**src/sv/assert_macros.svh**
```systemverilog
// Assertion helpers; clk_i and rst_ni must be visible where these are used.
`ifndef ASSERT_MACROS_SVH
`define ASSERT_MACROS_SVH

// Property checked on every rising edge outside reset.
`define PMCT_ASSERT(lbl, prop, msg) \
  lbl: assert property (@(posedge clk_i) disable iff (!rst_ni) prop) else $error(msg);

// Condition that must never hold.
`define PMCT_ASSERT_NEVER(lbl, expr, msg) \
  `PMCT_ASSERT(lbl, !(expr), msg)

`endif

```
**src/sv/pmct_pkg.sv**
```systemverilog
`default_nettype none
package pmct_pkg;

  localparam int CNT_W   = 11;  // visible counts wrap at this width
  localparam int HGT_W   = 32;
  localparam int PDATA_W = 32;
  localparam int PADDR_W = 3;

  localparam logic REQ_WRITE = 1'b0;
  localparam logic REQ_QUERY = 1'b1;

  localparam logic [PADDR_W-3:0] REG_POSITIONS = 1'b0;

  typedef enum logic [3:0] {
    S_CLEAR,
    S_IDLE,
    S_DOWN,
    S_POP,
    S_UPISS,
    S_UPRD,
    S_CAISS,
    S_CAEVAL,
    S_UPWR,
    S_VISIT,
    S_QISS,
    S_QMAX,
    S_DONE
  } state_e;

  typedef enum logic [3:0] {
    CMD_NONE,
    CMD_CLEAR,
    CMD_LOAD,
    CMD_DOWN,
    CMD_LEAF,
    CMD_POP,
    CMD_UPISS,
    CMD_UPRD,
    CMD_CAISS,
    CMD_CAEVAL,
    CMD_UPWR,
    CMD_VISIT,
    CMD_QISS,
    CMD_QMAX,
    CMD_OUT
  } op_e;

  typedef struct packed {
    op_e op;
  } cmd_t;

  typedef struct packed {
    logic cfg_wr;      // positions register written this cycle
    logic clr_last;    // last entry of the clearing sweep
    logic in_query;    // offered item is a query
    logic req_ok;      // offered write in range / offered query range not empty
    logic cur_query;   // item in progress is a query
    logic lo_eq_hi;    // current node is a leaf
    logic sp_zero;     // path stack empty
    logic ca_done;     // visible-count walk finishes this cycle
    logic full_cover;  // current node lies inside the query range
    logic out_free;    // result register can take a new result
  } sts_t;

endpackage
`default_nettype wire

```
**src/sv/pmct_ctrl.sv**
```systemverilog
`default_nettype none
module pmct_ctrl (
  input  wire logic          clk_i,
  input  wire logic          rst_ni,
  input  wire logic          in_valid_i,
  input  wire pmct_pkg::sts_t sts_i,
  output pmct_pkg::cmd_t     cmd_o,
  output logic               in_ready_o
);

  pmct_pkg::state_e state_q, state_d;

  always_ff @(posedge clk_i or negedge rst_ni) begin
    if (!rst_ni) begin
      state_q <= pmct_pkg::S_CLEAR;
    end else begin
      state_q <= state_d;
    end
  end

  always_comb begin
    state_d = state_q;
    case (state_q)
      pmct_pkg::S_CLEAR:  if (sts_i.clr_last) state_d = pmct_pkg::S_IDLE;
      pmct_pkg::S_IDLE: begin
        if (in_valid_i) begin
          if (sts_i.in_query) begin
            state_d = sts_i.req_ok ? pmct_pkg::S_VISIT : pmct_pkg::S_DONE;
          end else if (sts_i.req_ok) begin
            state_d = pmct_pkg::S_DOWN;
          end
        end
      end
      pmct_pkg::S_DOWN: begin
        if (sts_i.lo_eq_hi) begin
          state_d = sts_i.sp_zero ? pmct_pkg::S_IDLE : pmct_pkg::S_POP;
        end
      end
      pmct_pkg::S_POP:    state_d = pmct_pkg::S_UPISS;
      pmct_pkg::S_UPISS:  state_d = pmct_pkg::S_UPRD;
      pmct_pkg::S_UPRD:   state_d = pmct_pkg::S_CAISS;
      pmct_pkg::S_CAISS:  state_d = pmct_pkg::S_CAEVAL;
      pmct_pkg::S_CAEVAL: begin
        if (!sts_i.ca_done) begin
          state_d = pmct_pkg::S_CAISS;
        end else begin
          state_d = sts_i.cur_query ? pmct_pkg::S_QISS : pmct_pkg::S_UPWR;
        end
      end
      pmct_pkg::S_UPWR:   state_d = sts_i.sp_zero ? pmct_pkg::S_IDLE : pmct_pkg::S_POP;
      pmct_pkg::S_VISIT:  if (sts_i.full_cover) state_d = pmct_pkg::S_CAISS;
      pmct_pkg::S_QISS:   state_d = pmct_pkg::S_QMAX;
      pmct_pkg::S_QMAX:   state_d = sts_i.sp_zero ? pmct_pkg::S_DONE : pmct_pkg::S_VISIT;
      pmct_pkg::S_DONE:   if (sts_i.out_free) state_d = pmct_pkg::S_IDLE;
      default:            state_d = pmct_pkg::S_CLEAR;
    endcase
    // a register write reshapes the tree: restart the sweep
    if (sts_i.cfg_wr) state_d = pmct_pkg::S_CLEAR;
  end

  always_comb begin
    cmd_o.op   = pmct_pkg::CMD_NONE;
    in_ready_o = 1'b0;
    case (state_q)
      pmct_pkg::S_CLEAR:  cmd_o.op = pmct_pkg::CMD_CLEAR;
      pmct_pkg::S_IDLE: begin
        in_ready_o = 1'b1;
        if (in_valid_i) cmd_o.op = pmct_pkg::CMD_LOAD;
      end
      pmct_pkg::S_DOWN:   cmd_o.op = sts_i.lo_eq_hi ? pmct_pkg::CMD_LEAF : pmct_pkg::CMD_DOWN;
      pmct_pkg::S_POP:    cmd_o.op = pmct_pkg::CMD_POP;
      pmct_pkg::S_UPISS:  cmd_o.op = pmct_pkg::CMD_UPISS;
      pmct_pkg::S_UPRD:   cmd_o.op = pmct_pkg::CMD_UPRD;
      pmct_pkg::S_CAISS:  cmd_o.op = pmct_pkg::CMD_CAISS;
      pmct_pkg::S_CAEVAL: cmd_o.op = pmct_pkg::CMD_CAEVAL;
      pmct_pkg::S_UPWR:   cmd_o.op = pmct_pkg::CMD_UPWR;
      pmct_pkg::S_VISIT:  cmd_o.op = pmct_pkg::CMD_VISIT;
      pmct_pkg::S_QISS:   cmd_o.op = pmct_pkg::CMD_QISS;
      pmct_pkg::S_QMAX:   cmd_o.op = pmct_pkg::CMD_QMAX;
      pmct_pkg::S_DONE:   if (sts_i.out_free) cmd_o.op = pmct_pkg::CMD_OUT;
      default:            cmd_o.op = pmct_pkg::CMD_NONE;
    endcase
  end

endmodule
`default_nettype wire

```
**config.mk**
```make
export PLATFORM = sky130hd
export DESIGN_NAME = pmct_ctrl
export DESIGN_NICKNAME = d
export VERILOG_FILES = /design/src/sv/assert_macros.svh /design/src/sv/pmct_pkg.sv /design/src/sv/pmct_ctrl.sv
export SDC_FILE = /design/constraint.sdc
export NUM_CORES = 1
export LEC_CHECK = 0
export BUFFER_PORTS_ARGS = -buffer_cell sky130_fd_sc_hd__buf_2
export CAP_MARGIN = 30
export CORE_AREA = 3 3 40 42
export DETAILED_ROUTE_END_ITERATION = 10
export DIE_AREA = 0 0 43 45
export PLACE_DENSITY = 0.64
export SETUP_SLACK_MARGIN = 0.4
export SLEW_MARGIN = 30
export SYNTH_ARGS = -nofsm -noshare
export SYNTH_HDL_FRONTEND = slang
export SYNTH_SLANG_ARGS = --single-unit
```
**constraint.sdc**
```tcl
create_clock -name clk_i -period 2.8 [get_ports clk_i]
set_input_delay 0.56 -clock clk_i [delete_from_list [all_inputs] [get_ports clk_i]]
set_output_delay 0.56 -clock clk_i [all_outputs]
set_load 0.02 [all_outputs]
```
; After elaboration in Yosys (flattened, before gate mapping)
; Index checks and enable logic that the tools add are counted.
[totals]
mem_bits_ro = 0
ff_bits = 4
out_inout_bits = 5
ramBits = 0
mem_count = 0
word_cells = 40
latch_bits = 0
[op_classes]
n_reduce_logical = 2
add_sub_neg = 0
n_bitwise = 0
eq_ne = 18
magnitude_cmp = 0
n_shift = 0
div = 0
mul = 0
mux = 19
[ops]
columns = cell, count
row1 = 4-bit case mux with 13 select lines, 2
row2 = 4-bit 2-to-1 mux, 10
row3 = 4-bit == test (second input constant), 5
row4 = 4-bit by 3-bit == test with 1-bit output (second input constant), 4
row5 = 3-bit inequality test (second input constant), 5
row6 = 3-bit 2-to-1 mux, 3
row7 = 4-bit by 2-bit == test with 1-bit output (second input constant), 2
row8 = 2-bit 2-to-1 mux, 3
row9 = 6-bit AND reduction, 1
row10 = 4-bit by 1-bit == test with 1-bit output (second input constant), 1
row11 = 4-bit logical NOT, 1
row12 = 4-bit inequality test (second input constant), 1
row13 = 1-bit 2-to-1 mux, 1

; Longest topological paths before layout
[depth]
word_depth = 5
ltp_mapped = 6
depth_no_buf = 4

; Worst setup path after synthesis
; OpenSTA, ideal clock, no wires.
[synth_path]
path_kind = register -> output
startpoint = reg state_q[1]
endpoint = out cmd_o[0] (netlist name)
arrival_ns = 1.355
path_slack_ns = 0.885
n_path_buf = 2
path_stages_with_launch = 6
required_time_ns = 2.240
cell_sequence = dfrtp_1 buf_6 buf_2 a21oi_1 nor2_1 a211oi_1
[synth_rtl]
columns = item, line_no
row1 = start: declaration, pmct_ctrl.sv:11  ; pmct_pkg::state_e state_q, state_d;
row2 = start signal: assignment, pmct_ctrl.sv:15  ; state_q <= pmct_pkg::S_CLEAR;
row3 = start signal: assignment, pmct_ctrl.sv:17  ; state_q <= state_d;
row4 = end: declaration, pmct_ctrl.sv:7  ; output pmct_pkg::cmd_t cmd_o,

==> results.yml <==
placed_design:
  placed_area_um2: 582
  port_buffers: 17
  dpl.hpwl_um: 995
  dp_slack_ns: 0.843
  place_inst: 97
  place.gp.congestion: 0.793
drt:
  drc_errors: 0
  drt_pass1_iterations: 4
  routedWlPerCell_um: 12.7
  drt-total-wl_um: 1270
  vias: 582
  drt_iter0_markers: 17
  ant_nets: 0
  via_per_inst: 5.82
sta:
  final.setup.worst_slack_ns: 0.611
  tightest_slew_ns: 0.581
  finalSetupViolations: 0
  max_freq_mhz: 457
  holdWs_ns: 0.125
  fin_tns_setup_ns: 0
  hold_viol_final: 0
  maxSlewHeadroom_pct: 61.3
  rsz0062_at_grt: "no"
  period_minus_slack_ns: 2.19
  slew_viol_final: 0
  timing.final.crit_share_pct: 78.2
  worst_clock_skew_ns: 0.000934
yosys:
  ys_warn_count: 0
  ys_seq_elements: 4
  synth_nets: 84
  postSynthCellCount: 71
  synth_area_um2: 527
  avgSynthCellArea_um2: 7.42
  synth.distinct_cells: 32
  seq_area_frac_synth_pct: 19.0
clock_network:
  insertion_delay_ns: 0.23
  root_buffer: "clkbuf_4"
  cts_setup_buffers: 0
  cts_buffers: 3
  cts_tree: "yes"
  cts.sinks: 4
  cts_buffer_depth: 2
  cts_hold_buf: 0
  htreeDepth: 1
  cts_resized: 0
  path_clk_slew_ns: 0.04
job:
  drv_cap: 0
global_routing:
  busiest_layer: "met2"
  grt_pass1_vias: 518
  grt_use_met2_pct: 23.4
  grt_usage_pct: 14.5
  grt_start_max_net_pins: 20
  met1_usage_pct: 18.0
  gr-total-overflow: 0
  antenna_found_initial: 0
  grt_pass1_wl_um: 2100
  met3_usage_pct: 3.98
layout:
  nFillCells: 148
  final_nets: 100
  final_util_pct: 47.0
  top_register: "state_q"
  drive_gt1_share_pct: 29.4
  largest_reg_flops: 4
  fin_cells: 100
  num_antenna_cells: 0
  fin_area_um2: 604
  syn_to_final_growth_pct: 14.7
  seqCellArea_um2: 100
  multi_input_area_um2: 363
  top_regs: "state_q x4"
setup_path:
  rr_startpoint: "state_q[2]"
  max_stage_delay_ns: 0.70
  cp-end-kind: "output port"
  cp_max_fo: 19
  cp_cell_sequence: "nor2_4 > and2_1 > a211oi_1 > buf_2"
  critical_path_class: "reg -> out"
  worst_ep_arrival_time_ns: 1.63
  ff2ff_path_depth: 4
  r2r-end: "state_q[1]"
  cp.required_ns: 2.24
  crit_path_start_kind: "register"
  rrSetupSlack_ns: 1.28
  cp_slowest_cell: "dfrtp_1"
power:
  vdd_drop_max_mv: 0.346
  p_per_area_nw_per_um2: 832
  leakagePower_nw: 0.261
  power_mw: 0.503
floorplan:
  die_w_um: 43
  rows: 13
  start_util_pct: 41.0
  die_area_um2: 1940
  io_pins: 18
  core_um2: 1280
  dieHeight_um: 45
run_status:
  status: "finished, final reports clean"
min_path:
  hp-class: "in -> async"
-- worst max-delay path by stage --
stage / startpoint / endpoint / slack [ns] / cells after the start
after floorplan: state_q[1] / cmd_o[0] / 0.89 / 5
after global placement: state_q[2] / cmd_o[0] / 0.87 / 4
after detailed placement: state_q[2] / cmd_o[0] / 0.84 / 4
after CTS: state_q[2] / cmd_o[0] / 0.58 / 4
after global routing: state_q[2] / cmd_o[0] / 0.44 / 4
final: state_q[2] / cmd_o[0] / 0.61 / 4
-- worst max-delay path: cells and delay by family, from the launching register on --
kind | cells | cell delay [ns]
buf+inv | 1 | 0.20
flops | 1 | 0.70
compound gates | 1 | 0.17
simple gates | 2 | 0.33
-- cell usage after synthesis --
| cell type | instances | share of area (%) |
|---|---|---|
| a211oi_1 | 1 | 1.4 |
| a21boi_0 | 1 | 1.4 |
| a21o_1 | 1 | 1.4 |
| a21oi_1 | 5 | 4.7 |
| a21oi_2 | 1 | 1.7 |
| a22oi_1 | 1 | 1.4 |
| a31oi_1 | 3 | 3.6 |
| a32oi_1 | 2 | 3.3 |
| and2_1 | 1 | 1.2 |
| and3_1 | 1 | 1.2 |
| buf_2 | 3 | 2.8 |
| buf_6 | 3 | 6.4 |
| dfrtp_1 | 4 | 19 |
| inv_1 | 4 | 2.8 |
| mux2i_1 | 1 | 1.9 |
| nand2_1 | 5 | 3.6 |
| nand2b_1 | 2 | 2.4 |
| nand3_1 | 3 | 2.8 |
| nand3b_1 | 1 | 1.4 |
| nand4_1 | 1 | 1.2 |
| nand4_2 | 1 | 2.4 |
| nor2_1 | 5 | 3.6 |
| nor2_4 | 1 | 2.1 |
| nor2b_1 | 3 | 3.6 |
| o21ai_0 | 6 | 5.7 |
| o21ba_2 | 2 | 3.8 |
| o21bai_1 | 1 | 1.4 |
| o22ai_1 | 3 | 3.6 |
| o2bb2a_1 | 1 | 1.9 |
| o2bb2ai_1 | 2 | 3.3 |
| o311ai_1 | 1 | 1.7 |
| or3_1 | 1 | 1.2 |
-- kinds of logic after synthesis --
family / after synthesis / share of synthesized area, %
buffers and inverters: 10 / 12.1
AO/OA/AOI/OAI: 31 / 40.4
AND/OR/NAND/NOR: 25 / 26.6
flip-flops: 4 / 19.0
multiplexers: 1 / 1.90
-- layer usage --
metal / wire length [um] / vias to the layer above
met3: 64 / 2
met4: 15 / 0
met1: 627 / 268
met5: 0 / -
li1: - / 297
met2: 563 / 15
-- cells in the final DEF, fill, tap and decap left out, drive strengths merged --
| cell | count |
|---|---|
| buf | 17 |
| o21ai | 6 |
| a21oi | 6 |
| nor2 | 6 |
| nand2 | 5 |
| inv | 4 |
| dfrtp | 4 |
| nor2b | 3 |
| nand3 | 3 |
| a31oi | 3 |
| o22ai | 3 |
| clkbuf | 3 |
| nand2b | 2 |
| o21ba | 2 |
| o2bb2ai | 2 |
| a32oi | 2 |
| nand4 | 2 |
| and2 | 1 |
| a21boi | 1 |
| a211oi | 1 |
| mux2i | 1 |
| o311ai | 1 |
| a22oi | 1 |
| o21bai | 1 |
| nand3b | 1 |
| or3 | 1 |
| a21o | 1 |
| o2bb2a | 1 |
| and3 | 1 |
-- final cells by class --
| type | count | area share (%) |
|---|---|---|
| clock buffer | 3 | 3.73 |
| inverter | 4 | 2.48 |
| multi-input combinational | 57 | 60.0 |
| sequential | 4 | 16.6 |
| tap | 15 | 3.11 |
| timing repair buffer | 17 | 14.1 |
-- power by group --
group          switching [mW]  total [mW]  internal (mW)  leakage (nW)
clock network          0.0225      0.0703         0.0479        0.0138
registers              0.0639       0.137         0.0728        0.0540
logic                   0.171       0.296          0.125         0.194
Power figures use the tool's default switching activity.
